[config.mk]
export PLATFORM = sky130hd
export DESIGN_NAME = column_heights_to_row_spans_core
export DESIGN_NICKNAME = d
export VERILOG_FILES = /design/src/design/ch2rs_pkg.sv /design/src/design/ch2rs_fifo.sv /design/src/design/ch2rs_front.sv /design/src/design/ch2rs_back.sv /design/src/design/column_heights_to_row_spans_core.sv
export SDC_FILE = /design/constraint.sdc
export NUM_CORES = 1
export LEC_CHECK = 0
export BUFFER_PORTS_ARGS = -buffer_cell sky130_fd_sc_hd__buf_2
export CORE_UTILIZATION = 51
export DETAILED_ROUTE_END_ITERATION = 7
export PLACE_DENSITY = 0.68
export SYNTH_ARGS = -nofsm -noshare
export SYNTH_HDL_FRONTEND = slang
export SYNTH_SLANG_ARGS = --single-unit
export TNS_END_PERCENT = 1
[constraint.sdc]
create_clock -name clk_i -period 8.7 [get_ports clk_i]
set_input_delay 1.305 -clock clk_i [delete_from_list [all_inputs] [get_ports clk_i]]
set_output_delay 1.305 -clock clk_i [all_outputs]
set_load 0.1 [all_outputs]
[src/design/ch2rs_pkg.sv]
`timescale 1ns / 1ps
// ----------------------------------------------------------------------------
// ch2rs_pkg
// types and constants of the column-height to row-span converter
// ----------------------------------------------------------------------------
package ch2rs_pkg;

  localparam int WALL_W     = 15;
  localparam int HGT_SHIFT  = 3;
  localparam int HGT_W      = WALL_W - HGT_SHIFT;
  localparam int COL_W      = 9;
  localparam int LVL_W      = 7;
  localparam int SPAN_LVL_W = 6;
  localparam int CENTER_W   = 7;

  localparam logic [CENTER_W-1:0] CENTER_RESET = 7'd64;

  typedef struct packed {
    logic [WALL_W-1:0] wall_height;
    logic              is_last_column;
  } in_item_t;

  typedef struct packed {
    logic [COL_W-1:0]      span_start_x;
    logic [COL_W-1:0]      span_end_x;
    logic [SPAN_LVL_W-1:0] span_level;
    logic                  last_of_run;
  } span_t;

  // one column as handed from the front to the level engine
  typedef struct packed {
    logic [HGT_W-1:0] height;
    logic             is_last;
    logic [COL_W-1:0] col;
    logic [COL_W-1:0] prev_col;
  } cmd_t;

endpackage

[src/design/ch2rs_fifo.sv]
`timescale 1ns / 1ps
// ----------------------------------------------------------------------------
// ch2rs_fifo
// small register queue with push/full and pop/empty sides
// ----------------------------------------------------------------------------
module ch2rs_fifo #(
  parameter int WIDTH = 8,
  parameter int DEPTH = 4
) (
  input  logic             clk_i,
  input  logic             rst_ni,
  input  logic             push_i,
  input  logic [WIDTH-1:0] data_i,
  output logic             full_o,
  input  logic             pop_i,
  output logic [WIDTH-1:0] data_o,
  output logic             empty_o
);

  localparam int PTR_W = (DEPTH > 1) ? $clog2(DEPTH) : 1;
  localparam int CNT_W = $clog2(DEPTH + 1);
  localparam logic [PTR_W-1:0] LAST_PTR = PTR_W'(DEPTH - 1);
  localparam logic [CNT_W-1:0] FULL_CNT = CNT_W'(DEPTH);

  logic [WIDTH-1:0] mem_q [DEPTH];
  logic [PTR_W-1:0] wr_ptr_q, wr_ptr_d;
  logic [PTR_W-1:0] rd_ptr_q, rd_ptr_d;
  logic [CNT_W-1:0] cnt_q, cnt_d;
  logic             do_push, do_pop;

  assign full_o  = (cnt_q == FULL_CNT);
  assign empty_o = (cnt_q == '0);
  assign data_o  = mem_q[rd_ptr_q];
  assign do_push = push_i && !full_o;
  assign do_pop  = pop_i && !empty_o;

  always_comb begin
    wr_ptr_d = wr_ptr_q;
    rd_ptr_d = rd_ptr_q;
    cnt_d    = cnt_q;
    if (do_push) begin
      wr_ptr_d = (wr_ptr_q == LAST_PTR) ? '0 : wr_ptr_q + 1'b1;
    end
    if (do_pop) begin
      rd_ptr_d = (rd_ptr_q == LAST_PTR) ? '0 : rd_ptr_q + 1'b1;
    end
    if (do_push && !do_pop) begin
      cnt_d = cnt_q + 1'b1;
    end else if (do_pop && !do_push) begin
      cnt_d = cnt_q - 1'b1;
    end
  end

  always_ff @(posedge clk_i or negedge rst_ni) begin
    if (!rst_ni) begin
      wr_ptr_q <= '0;
      rd_ptr_q <= '0;
      cnt_q    <= '0;
    end else begin
      wr_ptr_q <= wr_ptr_d;
      rd_ptr_q <= rd_ptr_d;
      cnt_q    <= cnt_d;
    end
  end

  always_ff @(posedge clk_i) begin
    if (do_push) begin
      mem_q[wr_ptr_q] <= data_i;
    end
  end

endmodule

[src/design/ch2rs_front.sv]
`timescale 1ns / 1ps
// ----------------------------------------------------------------------------
// ch2rs_front
// takes column requests, turns the height into a level and numbers the column
// ----------------------------------------------------------------------------
module ch2rs_front import ch2rs_pkg::*; #(
  parameter int MAX_COLUMNS = 512
) (
  input  logic     clk_i,
  input  logic     rst_ni,
  input  logic     push,
  input  in_item_t item_i,
  output logic     full,
  output cmd_t     cmd_o,
  output logic     cmd_push_o,
  input  logic     cmd_full_i
);

  localparam logic [COL_W-1:0] LAST_COL = COL_W'(MAX_COLUMNS - 1);

  logic [COL_W-1:0] col_q, col_d;
  logic             accept;

  assign full   = cmd_full_i;
  assign accept = push && !cmd_full_i;

  always_comb begin
    cmd_o.height   = item_i.wall_height[WALL_W-1:HGT_SHIFT];
    cmd_o.is_last  = item_i.is_last_column;
    cmd_o.col      = col_q;
    cmd_o.prev_col = (col_q == '0) ? LAST_COL : col_q - 1'b1;
    cmd_push_o     = accept;
  end

  always_comb begin
    col_d = col_q;
    if (accept) begin
      if (item_i.is_last_column || (col_q >= LAST_COL)) begin
        col_d = '0;
      end else begin
        col_d = col_q + 1'b1;
      end
    end
  end

  always_ff @(posedge clk_i or negedge rst_ni) begin
    if (!rst_ni) begin
      col_q <= '0;
    end else begin
      col_q <= col_d;
    end
  end

endmodule

[src/design/ch2rs_back.sv]
`timescale 1ns / 1ps
// ----------------------------------------------------------------------------
// ch2rs_back
// level engine: walks the current level down or up and emits spans
// ----------------------------------------------------------------------------
module ch2rs_back import ch2rs_pkg::*; #(
  parameter int MAX_HALF_HEIGHT = 64
) (
  input  logic                clk_i,
  input  logic                rst_ni,
  input  cmd_t                cmd_i,
  input  logic                cmd_empty_i,
  output logic                cmd_pop_o,
  output span_t               span_o,
  output logic                span_push_o,
  input  logic                span_full_i,
  input  logic                cfg_valid_i,
  output logic                cfg_ready_o,
  input  logic [CENTER_W-1:0] cfg_data_i
);

  localparam int IDX_W = $clog2(MAX_HALF_HEIGHT);
  localparam logic [LVL_W-1:0] MAX_LVL = LVL_W'(MAX_HALF_HEIGHT);
  localparam logic [LVL_W-1:0] RESET_LVL =
    (LVL_W'(CENTER_RESET) > MAX_LVL) ? MAX_LVL : LVL_W'(CENTER_RESET);

  typedef enum logic [4:0] {
    ST_IDLE = 5'b00001,
    ST_DROP = 5'b00010,
    ST_CHK  = 5'b00100,
    ST_READ = 5'b01000,
    ST_EMIT = 5'b10000
  } state_e;

  state_e              state_q, state_d;
  logic [CENTER_W-1:0] center_q, center_d;
  logic [LVL_W-1:0]    lvl_q, lvl_d;
  logic [LVL_W-1:0]    tgt_q, tgt_d;
  logic                flush_q, flush_d;
  cmd_t                cmd_q, cmd_d;
  logic [COL_W-1:0]    rdata_q;

  logic [COL_W-1:0]    mem [MAX_HALF_HEIGHT];
  logic                mem_we, mem_re;
  logic [IDX_W-1:0]    mem_waddr, mem_raddr;

  logic [LVL_W-1:0]    eff_center;
  logic [LVL_W-1:0]    lvl_dec, lvl_inc;
  logic                drop;

  assign cfg_ready_o = 1'b1;
  assign center_d    = (cfg_valid_i) ? cfg_data_i : center_q;
  assign eff_center  = (LVL_W'(center_q) > MAX_LVL) ? MAX_LVL : LVL_W'(center_q);
  assign lvl_dec     = lvl_q - 1'b1;
  assign lvl_inc     = lvl_q + 1'b1;
  assign drop        = cmd_i.height < HGT_W'(lvl_q);
  assign mem_waddr   = lvl_dec[IDX_W-1:0];
  assign mem_raddr   = lvl_q[IDX_W-1:0];

  always_comb begin
    span_o.span_start_x = rdata_q;
    span_o.span_end_x   = flush_q ? cmd_q.col : cmd_q.prev_col;
    span_o.span_level   = SPAN_LVL_W'(lvl_q[IDX_W-1:0]);
    // final span unless a row-end flush still has levels to cover
    span_o.last_of_run  = (lvl_inc >= tgt_q) &&
                          !(!flush_q && cmd_q.is_last && (lvl_inc < eff_center));
  end

  always_comb begin
    state_d     = state_q;
    lvl_d       = lvl_q;
    tgt_d       = tgt_q;
    flush_d     = flush_q;
    cmd_d       = cmd_q;
    cmd_pop_o   = 1'b0;
    span_push_o = 1'b0;
    mem_we      = 1'b0;
    mem_re      = 1'b0;
    case (state_q)
      ST_IDLE: begin
        if (!cmd_empty_i) begin
          cmd_pop_o = 1'b1;
          cmd_d     = cmd_i;
          flush_d   = 1'b0;
          if (drop) begin
            tgt_d   = LVL_W'(cmd_i.height);
            state_d = ST_DROP;
          end else begin
            tgt_d   = (cmd_i.height > HGT_W'(eff_center)) ? eff_center
                                                          : LVL_W'(cmd_i.height);
            state_d = ST_CHK;
          end
        end
      end
      ST_DROP: begin
        mem_we = (lvl_dec < MAX_LVL);
        lvl_d  = lvl_dec;
        if (lvl_dec == tgt_q) begin
          state_d = ST_CHK;
        end
      end
      ST_CHK: begin
        if (lvl_q < tgt_q) begin
          state_d = ST_READ;
        end else if (cmd_q.is_last && !flush_q) begin
          flush_d = 1'b1;
          tgt_d   = eff_center;
        end else begin
          if (cmd_q.is_last) begin
            lvl_d = eff_center;
          end
          state_d = ST_IDLE;
        end
      end
      ST_READ: begin
        mem_re  = 1'b1;
        state_d = ST_EMIT;
      end
      ST_EMIT: begin
        if (!span_full_i) begin
          span_push_o = 1'b1;
          lvl_d       = lvl_inc;
          state_d     = ST_CHK;
        end
      end
      default: begin
        state_d = ST_IDLE;
      end
    endcase
  end

  always_ff @(posedge clk_i or negedge rst_ni) begin
    if (!rst_ni) begin
      state_q  <= ST_IDLE;
      center_q <= CENTER_RESET;
      lvl_q    <= RESET_LVL;
      tgt_q    <= '0;
      flush_q  <= 1'b0;
    end else begin
      state_q  <= state_d;
      center_q <= center_d;
      lvl_q    <= lvl_d;
      tgt_q    <= tgt_d;
      flush_q  <= flush_d;
    end
  end

  always_ff @(posedge clk_i) begin
    cmd_q <= cmd_d;
  end

  // start column per level
  always_ff @(posedge clk_i) begin
    if (mem_we) begin
      mem[mem_waddr] <= cmd_q.col;
    end
    if (mem_re) begin
      rdata_q <= mem[mem_raddr];
    end
  end

endmodule

[src/design/column_heights_to_row_spans_core.sv]
`timescale 1ns / 1ps
// ----------------------------------------------------------------------------
// column_heights_to_row_spans_core
// turns a per-column wall height profile into floor/ceiling row spans
// ----------------------------------------------------------------------------
//   channel   handshake                 payload
//   input     push / full               item_i  (in_item_t)
//   result    pop / empty               span_o  (span_t)
//   config    cfg_valid_i / cfg_ready_o cfg_data_i (center_row)
//
// in the level engine a column passes idle and level check, a drop step per
// level passed on a drop, per span level check, start-column memory read and
// write into the result queue, and one more level check on a row-end column.
// front and level engine are parted by a 4-entry command queue, results by a
// 4-entry queue; a full result queue stalls the engine only. reset clears the
// queues and column counter, puts the level at reset center; no memory pass.
// ----------------------------------------------------------------------------
module column_heights_to_row_spans_core import ch2rs_pkg::*; #(
  parameter int MAX_HALF_HEIGHT = 64,
  parameter int MAX_COLUMNS     = 512
) (
  input  logic                clk_i,
  input  logic                rst_ni,
  input  logic                push,
  output logic                full,
  input  in_item_t            item_i,
  input  logic                pop,
  output logic                empty,
  output span_t               span_o,
  input  logic                cfg_valid_i,
  output logic                cfg_ready_o,
  input  logic [CENTER_W-1:0] cfg_data_i
);

  localparam int QUEUE_DEPTH = 4;

  cmd_t  front_cmd, back_cmd;
  logic  cmd_push, cmd_full, cmd_pop, cmd_empty;
  span_t back_span;
  logic  span_push, span_full;

  ch2rs_front #(
    .MAX_COLUMNS(MAX_COLUMNS)
  ) u_front (
    .clk_i      (clk_i),
    .rst_ni     (rst_ni),
    .push       (push),
    .item_i     (item_i),
    .full       (full),
    .cmd_o      (front_cmd),
    .cmd_push_o (cmd_push),
    .cmd_full_i (cmd_full)
  );

  ch2rs_fifo #(
    .WIDTH($bits(cmd_t)),
    .DEPTH(QUEUE_DEPTH)
  ) u_cmd_fifo (
    .clk_i   (clk_i),
    .rst_ni  (rst_ni),
    .push_i  (cmd_push),
    .data_i  (front_cmd),
    .full_o  (cmd_full),
    .pop_i   (cmd_pop),
    .data_o  (back_cmd),
    .empty_o (cmd_empty)
  );

  ch2rs_back #(
    .MAX_HALF_HEIGHT(MAX_HALF_HEIGHT)
  ) u_back (
    .clk_i       (clk_i),
    .rst_ni      (rst_ni),
    .cmd_i       (back_cmd),
    .cmd_empty_i (cmd_empty),
    .cmd_pop_o   (cmd_pop),
    .span_o      (back_span),
    .span_push_o (span_push),
    .span_full_i (span_full),
    .cfg_valid_i (cfg_valid_i),
    .cfg_ready_o (cfg_ready_o),
    .cfg_data_i  (cfg_data_i)
  );

  ch2rs_fifo #(
    .WIDTH($bits(span_t)),
    .DEPTH(QUEUE_DEPTH)
  ) u_span_fifo (
    .clk_i   (clk_i),
    .rst_ni  (rst_ni),
    .push_i  (span_push),
    .data_i  (back_span),
    .full_o  (span_full),
    .pop_i   (pop),
    .data_o  (span_o),
    .empty_o (empty)
  );

endmodule

==> summary.txt, run 1 <==
Floorplan
  • Die X: 264.5 um
  • Total Die Area: 69940 um^2
  • Core box area: 67630 um^2
  • Initial core utilization: 51.95%
  • IO Pins: 56
  • Rows: 95
  • Die Height: 264.5 um

Timing
  • Setup TNS: 0 ns
  • Clock skew: 0.03917 ns
  • Share of the cycle needed by the critical path after routing: 54.09%
  • Hold_ws: 0.4855 ns
  • Slew Limit Headroom: between 10% and 20%
  • RSZ-0062 raised after global routing: false
  • Slew Viols, Final: 0
  • Clock period minus final worst setup slack: ~4.7 ns
  • Final hold violation count: 0
  • Worst-Margin Slew: about 1.3 ns
  • Fmax: roughly 0.21 GHz
  • Final setup vio count: 0

Yosys
  • Post-Syn Area: 35130 um^2
  • Post-synth EDFFs: approximately 830
  • Yosys cell types: slightly above 60
  • Ys flop type: edfxtp_1
  • Sequential share of the synthesized area: 74.34%
  • FF+latch count, synth: 878
  • Post-Synthesis Cells: 1806
  • Fraction of registers with async set/reset: approximately 5.7%
  • Yosys warns: 0
  • Synth Area per Inst: ~19 um^2
  • Syn Nets: 1886

Worst setup path
  • R2R Path Start: u_back.lvl_q[1]
  • Cell with the largest stage delay on the worst path: nor2_1
  • CP Launch Type: register
  • Cells along the critical path: inv_1, ha_1, nand3b_1, xnor2_1, and3_1, nand3_1, nor2_1
  • Worst path depth: 7
  • Crit path largest cell delay: 1.03 ns
  • WP data required: 8.92 ns
  • CP top delay family: simple AND/OR/NAND/NOR gates
  • Worst reg2reg path depth: 7
  • Crit Path Class: reg -> reg
  • Reg-to-reg endpoint: u_back.mem[13][3]
  • Worst R2R Setup Slack: ~4.0 ns
  • Worst EP arrival: about 4.9 ns
  • Worst Path Max Fanout: 36
  • Worst path bufs/invs: 1
  • CP endpoint kind: register

Placement
  • Placer Congestion: 0.8347
  • Detailed Place HPWL: 43.49 mm
  • Port Buffers: 51
  • Placed Area: 36350 um^2

Hold path
  • Worst hold path class: reg -> reg
  • Hold Path Depth: 1
  • Hold path endpoint: u_cmd_fifo.cnt_q[2]
  • Hold Path Origin: u_cmd_fifo.cnt_q[2]

Pwr
  • Leak: 0.01270 uW
  • Maximum vdd drop: 0.2751 mV
  • PD cells: 355.5 nW/um^2
  • Overall Power: 13880 uW

CTS
  • H-tree depth: 3
  • Hold buffer count at cts: 0
  • Clk sinks: 878
  • Clock Latency Late Sink: 0.64 ns
  • Clock transition at the registers of the reported paths: around 0.060 ns
  • CTS Buffer Depth: 3
  • CTS tree: yes
  • Post CTS Setup Buffer Count: 0
  • Post-cts sizing count: 0
  • Inserted Clock Buffers: 86
  • Root buffer cell: clkbuf_16

Layout
  • Core Util, Final: approximately 58%
  • # nets final: between 1.5k and 2k
  • # diodes: 0
  • Fraction of layout cells with a size suffix above 1: roughly 22%
  • Area delta synth->final: 11.10%
  • Design Area, Final: 39030 um^2

Drt
  • Vias per Instance: roughly 6.0
  • Drt wl/cell: between 20 and 30 um
  • Total number of vias: around 17k
  • Initial drt markers: 1892
  • Drt pass-1 iters: 5
  • Final antenna-violating net count: 0
  • Total Routed Length: 74.45 mm
  • DR DRC count: 0

GRT
  • Largest net degree at the start of global routing: 95
  • Vias in the first global route: 17.57k
  • First-pass GRT wire length: 111.9 mm
  • GRT Resource Usage Total: 21.83%
  • Initial antenna violation count: 3
  • GRT overflow: 0

Status
  • Status: finished, final reports clean

Flow run
  • Max Cap Viol: 0
-- Yosys cell counts (18+ instances only) --
cell / number / area, um^2
a32oi_1: 18 / 157.7
buf_2: 30 / 150.1
a21oi_1: 21 / 105.1
nand3_1: 54 / 270.3
dfrtp_1: 47 / 1176
o21ai_0: 21 / 105.1
mux2_2: 18 / 202.7
nor2_1: 121 / 454.2
clkbuf_1: 35 / 131.4
mux4_2: 211 / 4752
inv_1: 26 / 97.59
ha_1: 50 / 625.6
edfxtp_1: 828 / 24860
nand2_1: 138 / 518.0
-- layout by cell type, fill, tap and decap left out, types with 4 or more instances in the layout --
master | netlist | layout
a32oi_1 | 18 | 18
and3_1 | 9 | 9
mux4_2 | 211 | 211
clkinv_2 | 0 | 13
mux2_2 | 18 | 18
buf_2 | 30 | 51
nor3_1 | 17 | 17
edfxtp_1 | 828 | 828
inv_1 | 26 | 25
xnor3_1 | 4 | 4
clkinv_1 | 3 | 24
nand3_1 | 54 | 54
nand3b_1 | 4 | 4
clkbuf_1 | 35 | 22
o211ai_1 | 10 | 10
xnor2_1 | 17 | 17
a31oi_1 | 11 | 11
a221oi_1 | 7 | 7
a21oi_1 | 21 | 21
nor2_1 | 121 | 121
nand2b_1 | 7 | 7
ha_1 | 50 | 50
and2_1 | 10 | 10
nand2_1 | 138 | 138
or3_1 | 7 | 7
bufinv_16 | 0 | 5
clkbuf_16 | 0 | 88
o21ai_0 | 21 | 21
buf_4 | 5 | 29
xor2_1 | 12 | 12
nor2b_1 | 5 | 5
dfrtp_1 | 47 | 43
-- registers in the layout, indices dropped and copies added (netlist names), 9 cells and up --
| register | flops |
|---|---|
| u_back.rdata_q | 9 |
| u_back.cmd_q | 19 |
| u_span_fifo.mem_q | 100 |
| u_back.mem | 576 |
| u_cmd_fifo.mem_q | 124 |
| u_front.col_q | 9 |
-- cell type report --
| type | count | area, um^2 |
|---|---|---|
| clock buffer | 110 | 2285 |
| inverter | 29 | 108.9 |
| timing repair buffer | 81 | 493.0 |
| multi-input combinational | 819 | 8526 |
| clock inverter | 45 | 395.4 |
| sequential | 878 | 26130 |
| tap | 873 | 1092 |
| fill | 4882 | 28600 |
-- layer usage --
| metal | up-vias | global-route usage (%) | share of wire, % |
|---|---|---|---|
| met4 | 4 | 6.395 | 2.6 |
| met5 | - | 0 | 0.031 |
| met2 | 615 | 35.11 | 49 |
| met3 | 122 | 4.078 | 6.9 |
| met1 | 8886 | 30.74 | 42 |
| li1 | 7459 | - | - |
-- worst max path at each step --
| stage | start | endpoint | slack, ns |
|---|---|---|---|
| floorplan | u_cmd_fifo.cnt_q[0] | u_cmd_fifo.cnt_q[1] | 4.29 |
| global placement | u_back.lvl_q[1] | u_back.mem[13][2] | 4.02 |
| detailed placement | u_back.lvl_q[1] | u_back.mem[45][6] | 3.96 |
| CTS | u_back.lvl_q[1] | u_back.mem[12][3] | 3.92 |
| global route | u_back.lvl_q[1] | u_back.mem[12][3] | 3.76 |
| finish | u_back.lvl_q[1] | u_back.mem[13][3] | 3.99 |
-- power breakdown --
| group | switching (uW) | internal (uW) |
|---|---|---|
| logic | 3010 | 1530 |
| registers | 279 | 5500 |
| clock network | 1540 | 2010 |
-- stage by stage --
step           setup slack (ns)  std cells
6_report                  3.994       2835
5_1_grt                   3.765       2835
4_1_cts                   3.916       2835
3_5_place_dp              3.962       2680
3_3_place_gp              4.015       2680
2_1_floorplan             4.294       1806
-- cell families (layout without fill, tap and decap cells) --
family	Yosys count	after routing	synth area share, %
flops	878	878	74.34
simple gates	391	391	4.982
mux	230	230	14.13
compound gates	112	112	2.269
buf+inv	109	265	1.389
fa+ha+maj	52	52	1.895
xor+xnor	33	33	0.9794
other cells	1	1	0.01067
Power figures use the tool's default switching activity.
==> run 2, diff against run 1 <==
==> constraint.sdc (replaced) <==
create_clock -name clk_i -period 4.9 [get_ports clk_i]
set_input_delay 0.735 -clock clk_i [delete_from_list [all_inputs] [get_ports clk_i]]
set_output_delay 0.735 -clock clk_i [all_outputs]
set_load 0.1 [all_outputs]
==> run 2 against run 1 <==
  * Clock skew down 0.0068 ns
  * Sequential share of layout area is 1.0 points lower
  * Wire length is 1.8% higher
  * Critical path type unchanged
==> summary.txt, run 2 (synthesis results as in run 1) <==
Status
  • Status: finished, final reports clean

Floorplan
  • Initial core utilization: 51.95%
  • IO Pins: 56
  • Die Height: 264.5 um
  • Core box area: 67630 um^2
  • Die X: 264.5 um
  • Rows: between 90 and 100
  • Total Die Area: 69940 um^2

GRT
  • First-pass GRT wire length: 113.6 mm
  • GRT Resource Usage Total: 22.12%
  • Initial antenna violation count: 2
  • Largest net degree at the start of global routing: 75
  • GRT overflow: 0
  • Vias in the first global route: 17.88k

CTS
  • Inserted Clock Buffers: 87
  • CTS tree: yes
  • Clk sinks: 878
  • CTS Buffer Depth: 3
  • Clock Latency Late Sink: 0.64 ns
  • Clock transition at the registers of the reported paths: about 0.060 ns
  • Hold buffer count at cts: 0
  • Root buffer cell: clkbuf_16
  • Post CTS Setup Buffer Count: 0
  • Post-cts sizing count: 0
  • H-tree depth: 3

Pwr
  • Maximum vdd drop: 0.4025 mV
  • Leak: 0.01308 uW
  • Overall Power: 25060 uW
  • PD cells: between 600 and 700 nW/um^2

Timing
  • Hold_ws: ~0.25 ns
  • Clock period minus final worst setup slack: 3.902 ns
  • Final setup vio count: 0
  • Setup TNS: 0 ns
  • Slew Limit Headroom: 13.33%
  • Slew Viols, Final: 0
  • Clock skew: around 0.032 ns
  • Final hold violation count: 0
  • Fmax: ~0.26 GHz
  • Worst-Margin Slew: 1.290 ns
  • Share of the cycle needed by the critical path after routing: 79.64%
  • RSZ-0062 raised after global routing: false

Worst setup path
  • R2R Path Start: u_back.lvl_q[2]
  • Cell with the largest stage delay on the worst path: nor2_1
  • Worst EP arrival: around 4.1 ns
  • Reg-to-reg endpoint: u_back.mem[1][3]
  • Crit path largest cell delay: roughly 0.96 ns
  • Crit Path Class: reg -> reg
  • CP Launch Type: register
  • Worst Path Max Fanout: 28
  • WP data required: 5.14 ns
  • Cells along the critical path: or3_1, nand3b_1, xnor2_1, and3_1, nand3_1, nor2_1
  • Worst R2R Setup Slack: 1.0 ns
  • CP endpoint kind: register
  • Worst reg2reg path depth: 6

Drt
  • Vias per Instance: roughly 6.0
  • Drt pass-1 iters: 7
  • Initial drt markers: 1719
  • Final antenna-violating net count: 0
  • Drt wl/cell: 26.24 um
  • DR DRC count: 0
  • Total number of vias: 17.47k
  • Total Routed Length: 75.80 mm

Placement
  • Port Buffers: 51
  • Placer Congestion: 0.8646
  • Detailed Place HPWL: 45.54 mm
  • Placed Area: 36750 um^2

Layout
  • Fraction of layout cells with a size suffix above 1: about a quarter
  • Core Util, Final: 58.59%
  • Largest Register: u_back.mem
  • Area delta synth->final: 12.79%
  • Max reg flops: 576
  • # diodes: 0
  • Largest regs: u_back.mem (576), u_cmd_fifo.mem_q (124), u_span_fifo.mem_q (100)
  • Design Area, Final: ~40000 um^2
  • # nets final: 2029
  • Commonest non-fill, non-tap cell in the layout: edfxtp_1
  • Most frequent cells in the layout: edfxtp_1 (828), mux4_2 (211), nand2_1 (138), nor2_1 (121), clkbuf_16 (88)

Hold path
  • Worst hold path class: in -> async

Flow run
  • Max Cap Viol: 0
==> run 2: cell count changes in the layout (fill, tap and decap cells not counted), moves of 3 or more <==
cell,before,now
bufinv_16,5,9
clkbuf_8,0,4
clkbuf_1,22,19
clkinv_1,24,13
buf_4,29,80
clkinv_2,13,18
==> run 2: metrics by stage <==
stage                     setup WS [ns]  std cells
after detailed placement          1.029       2732
after global routing             0.8924       2889
after floorplan                  0.4936       1806
after CTS                         1.003       2888
after global placement            1.122       2732
final                            0.9978       2889
==> run 2: layout make-up <==
class | count | area, um^2
Sequential cell | 878 | 26130
Timing Repair Buffer | 134 | 923.4
Multi-Input combinational cell | 819 | 8526
Fill cell | 4899 | 28010
Clock inverter | 45 | 516.7
Clock buffer | 111 | 2328
Inverter | 29 | 108.9
Tap cell | 873 | 1092
==> run 2: how the worst max path moves through the flow <==
stage	to	slack (ns)	startpoint
after floorplan	u_cmd_fifo.cnt_q[1]	0.49	u_cmd_fifo.cnt_q[0]
after global placement	u_back.mem[9][8]	1.12	u_back.lvl_q[2]
after detailed placement	u_back.mem[48][7]	1.03	u_back.lvl_q[2]
after CTS	u_back.mem[48][8]	1.00	u_back.lvl_q[2]
after global routing	u_back.mem[48][8]	0.89	u_back.lvl_q[2]
final	u_back.mem[1][3]	1.0	u_back.lvl_q[2]
==> run 2: per-layer routing <==
layer  vias up  part of all wire [%]  global-route usage, %
met5         -                 0.015                      0
met4         2                   3.0                  7.181
met3       142                   6.5                  3.957
met2       618                    49                  35.85
met1      9132                    41                  30.71
li1       7580                     -                      -
==> run 2: power by group <==
group	leakage [uW]	internal [uW]	switching [uW]
Combinational	0.00362	2780	5450
Clock	0.00139	3850	2750
Sequential	0.00807	9770	462
==> run 2: worst max-delay path: cells and delay by family, from the launching register on <==
family        cells  cell delay [ns]
flops             1             0.64
simple gates      5             2.52
xor+xnor          1             0.33
==> run 3, diff against run 2 <==
--- a/config.mk
+++ b/config.mk
@@ -5,6 +5,7 @@
 export SDC_FILE = /design/constraint.sdc
 export NUM_CORES = 1
 export LEC_CHECK = 0
+export ABC_AREA = 1
 export BUFFER_PORTS_ARGS = -buffer_cell sky130_fd_sc_hd__buf_2
 export CORE_UTILIZATION = 51
 export DETAILED_ROUTE_END_ITERATION = 7
==> constraint.sdc (replaced) <==
create_clock -name clk_i -period 3.9 [get_ports clk_i]
set_input_delay 0.585 -clock clk_i [delete_from_list [all_inputs] [get_ports clk_i]]
set_output_delay 0.585 -clock clk_i [all_outputs]
set_load 0.1 [all_outputs]
==> run 3 against run 2 <==
  * Clock skew down 0.0074 ns
  * Flip-flop and latch count unchanged
  * Final cell count up 35%
  * Hold slack worse by 0.21 ns
  * Via count up 32%
  * Wire length up 13%
  * Register-to-register slack worse by 0.29 ns
  * Critical path type is now reg -> out
  * First-iteration DRC count up 41%
==> summary.txt, run 3 <==
Status
  • Status: finished, final reports clean

Yosys
  • Synth area leaders: edfxtp_1 (70%), nor2_1 (4.9%), o21ai_0 (4.3%)
  • Synth Area per Inst: between 10 and 15 um^2
  • Fraction of the mapped netlist area in simple logic gates: between 10% and 20%
  • Post-Synthesis Cells: ~2.8k
  • Most frequent cells after synthesis: edfxtp_1 (828), nor2_1 (463), o21ai_0 (308)
  • Fraction of the mapped netlist area in adder cells: 1.862%
  • Post-Syn Area: 35740 um^2
  • Xor-xnor portion of the synthesized cell area: less than 1%
  • Multiplexer area fraction after synthesis: 0.06301%
  • Yosys cell types: 50
  • Yosys warns: 0
  • Ys flop type: edfxtp_1
  • Syn Nets: approximately 2.9k
  • FF+latch count, synth: 878
  • Compound-gate portion of the synthesized area: 9.934%
  • Fraction of registers with async set/reset: approximately 5.7%
  • Post-synth EDFFs: 828
  • Largest family of logic cells by synthesized area: simple AND/OR/NAND/NOR gates
  • Sequential share of the synthesized area: 73.07%
  • Area leader, netlist: edfxtp_1
  • Most common cell in the synthesized netlist: edfxtp_1
  • Synth top area share: between 60% and 70%

Layout
  • Most frequent cells in the layout: edfxtp_1 (828), nor2_1 (453), o21ai_0 (308), nand2_1 (258), nand3_1 (172)
  • Largest Register: u_back.mem
  • # diodes: 0
  • Area delta synth->final: 12.06%
  • Largest regs: u_back.mem (576), u_cmd_fifo.mem_q (124), u_span_fifo.mem_q (100)
  • Fraction of layout cells with a size suffix above 1: a little under an eighth
  • Commonest non-fill, non-tap cell in the layout: edfxtp_1
  • Max reg flops: 576
  • # nets final: slightly below 3k
  • Filler Cell Count: 5421

Timing
  • Final setup vio count: 0
  • Share of the cycle needed by the critical path after routing: between 80 and 90%
  • Clock period minus final worst setup slack: 3.380 ns
  • Slew Viols, Final: 0
  • Setup TNS: 0 ns
  • Final hold violation count: 0
  • Fmax: 0.2958 GHz
  • Clock skew: 0.02487 ns
  • Slew Limit Headroom: between 10% and 20%
  • Final critical-path setup slack: 0.5199 ns
  • RSZ-0062 raised after global routing: false
  • Worst-Margin Slew: 1.244 ns

Hold path
  • Worst hold path class: in -> async

Drt
  • Initial drt markers: 2424
  • Drt pass-1 iters: 5
  • Drt wl/cell: roughly 22 um
  • Vias per Instance: 5.897
  • Total Routed Length: approximately 86 mm
  • Total number of vias: 23.01k
  • DR DRC count: 0
  • Final antenna-violating net count: 0

CTS
  • Post CTS Setup Buffer Count: 0
  • Root buffer cell: clkbuf_16
  • Inserted Clock Buffers: 88
  • H-tree depth: 3
  • Hold buffer count at cts: 0
  • Clock Latency Late Sink: 0.64 ns
  • Clock transition at the registers of the reported paths: approximately 0.06 ns
  • Clk sinks: 878
  • CTS Buffer Depth: 3
  • Post-cts sizing count: 0
  • CTS tree: yes

Pwr
  • Maximum vdd drop: about 0.68 mV
  • PD cells: 804.4 nW/um^2
  • Leak: 0.01371 uW

Floorplan
  • Die X: approximately 270 um
  • IO Pins: 56
  • Die Height: 266.7 um
  • Total Die Area: 71150 um^2
  • Core box area: 68950 um^2
  • Rows: 96
  • Initial core utilization: 51.84%

GRT
  • First-pass GRT wire length: 130.6 mm
  • GRT Resource Usage Total: 24.34%
  • Vias in the first global route: around 22k
  • Initial antenna violation count: 1
  • GRT overflow: 0
  • Largest net degree at the start of global routing: 184

Worst setup path
  • Worst Path Max Fanout: 27
  • WP data required: between 3 and 4 ns
  • CP Launch Type: register
  • Worst EP arrival: 2.80 ns
  • CP endpoint kind: output port
  • Crit Path Class: reg -> out

Placement
  • Setup WS pre-CTS: 0.7283 ns
  • Detailed Place HPWL: 49.93 mm
  • Port Buffers: 51
  • Placer Congestion: around 0.85

Flow run
  • Max Cap Viol: 0
run 3: cell count changes in the layout (fill, tap and decap cells not counted), sizes merged, moves of 27 or more:
cell    before  now
a21oi       21   48
buf        134  169
inv         28  105
mux4       211    0
nand2      138  265
nand3       54  176
nand4        3   35
nor2       121  469
o21ai       21  377
o221ai       0   60
o22ai        1  110
run 3: final timing paths:
path	startpoint	end	slack, ns	cells after the start
max	u_span_fifo.rd_ptr_q[1]	span_o[5]	0.52	5
min	rst_ni	u_span_fifo.rd_ptr_q[0]	0.04	1
max reg2reg	u_back.lvl_q[0]	u_back.mem[17][4]	0.71	8
min reg2reg	u_back.tgt_q[4]	u_back.tgt_q[4]	0.49	2
max in group asynchronous	rst_ni	u_back.state_q[0]	2.96	2
min in group clk_i	cfg_data_i[5]	u_back.center_q[5]	0.16	3
run 3: metrics by stage:
| stage | hold slack (ns) | cells | cell area [um^2] | util (%) | total power (uW) |
|---|---|---|---|---|---|
| after floorplan | 0.2894 | 2800 | 35750 | - | 20820 |
| after global placement | 0.4726 | 3740 | 37430 | 54.29 | 24150 |
| after detailed placement | 0.4774 | 3740 | 37430 | 54.29 | 24540 |
| after CTS | 0.04790 | 3902 | 40050 | 58.09 | 32240 |
| after global routing | 0.08708 | 3902 | 40050 | 58.09 | 33720 |
| final | 0.04013 | 3902 | 40050 | 58.09 | 32220 |
run 3: critical path, cell delays in order, from the launching register on:
cell and delay, ns:
dfrtp_1 0.36, buf_4 0.22, inv_1 0.62, o21ai_0 0.20, o22ai_1 0.26, buf_2 0.49
run 3: report_power, final:
| part | internal, uW | switching (uW) |
|---|---|---|
| combinational | 2750 | 8750 |
| sequential | 12300 | 661 |
| clock | 4300 | 3440 |
| total | 19400 | 12900 |
run 3: routing by layer:
layer | vias up | GRT usage [%] | part of all wire, % | wire, um
li1 | 10500 | - | - | -
met1 | 11380 | 34.29 | 42 | 35740
met2 | 966 | 38.96 | 48 | 40890
met3 | 166 | 3.635 | 7.8 | 6702
met4 | 0 | 8.139 | 3.1 | 2674
met5 | - | 0 | 0 | 0
run 3: kinds of logic (layout without fill, tap and decap cells):
kind of cell    Yosys count  in the layout
simple gates            966            966
flops                   878            878
fa+ha+maj                52             52
compound gates          622            622
buf+inv                 259            430
xor+xnor                 20             20
other cells               1              1
mux                       2              2
run 3: final cells by class:
class                      count  area (um^2)  share of cell area (%)
inverter                      99        379.1                  0.9465
sequential                   878        26130                   65.23
clock inverter                43        282.8                  0.7060
timing repair buffer         169         1179                   2.943
tap                          931         1165                   2.908
multi-input combinational   1663         8581                   21.42
clock buffer                 119         2338                   5.838
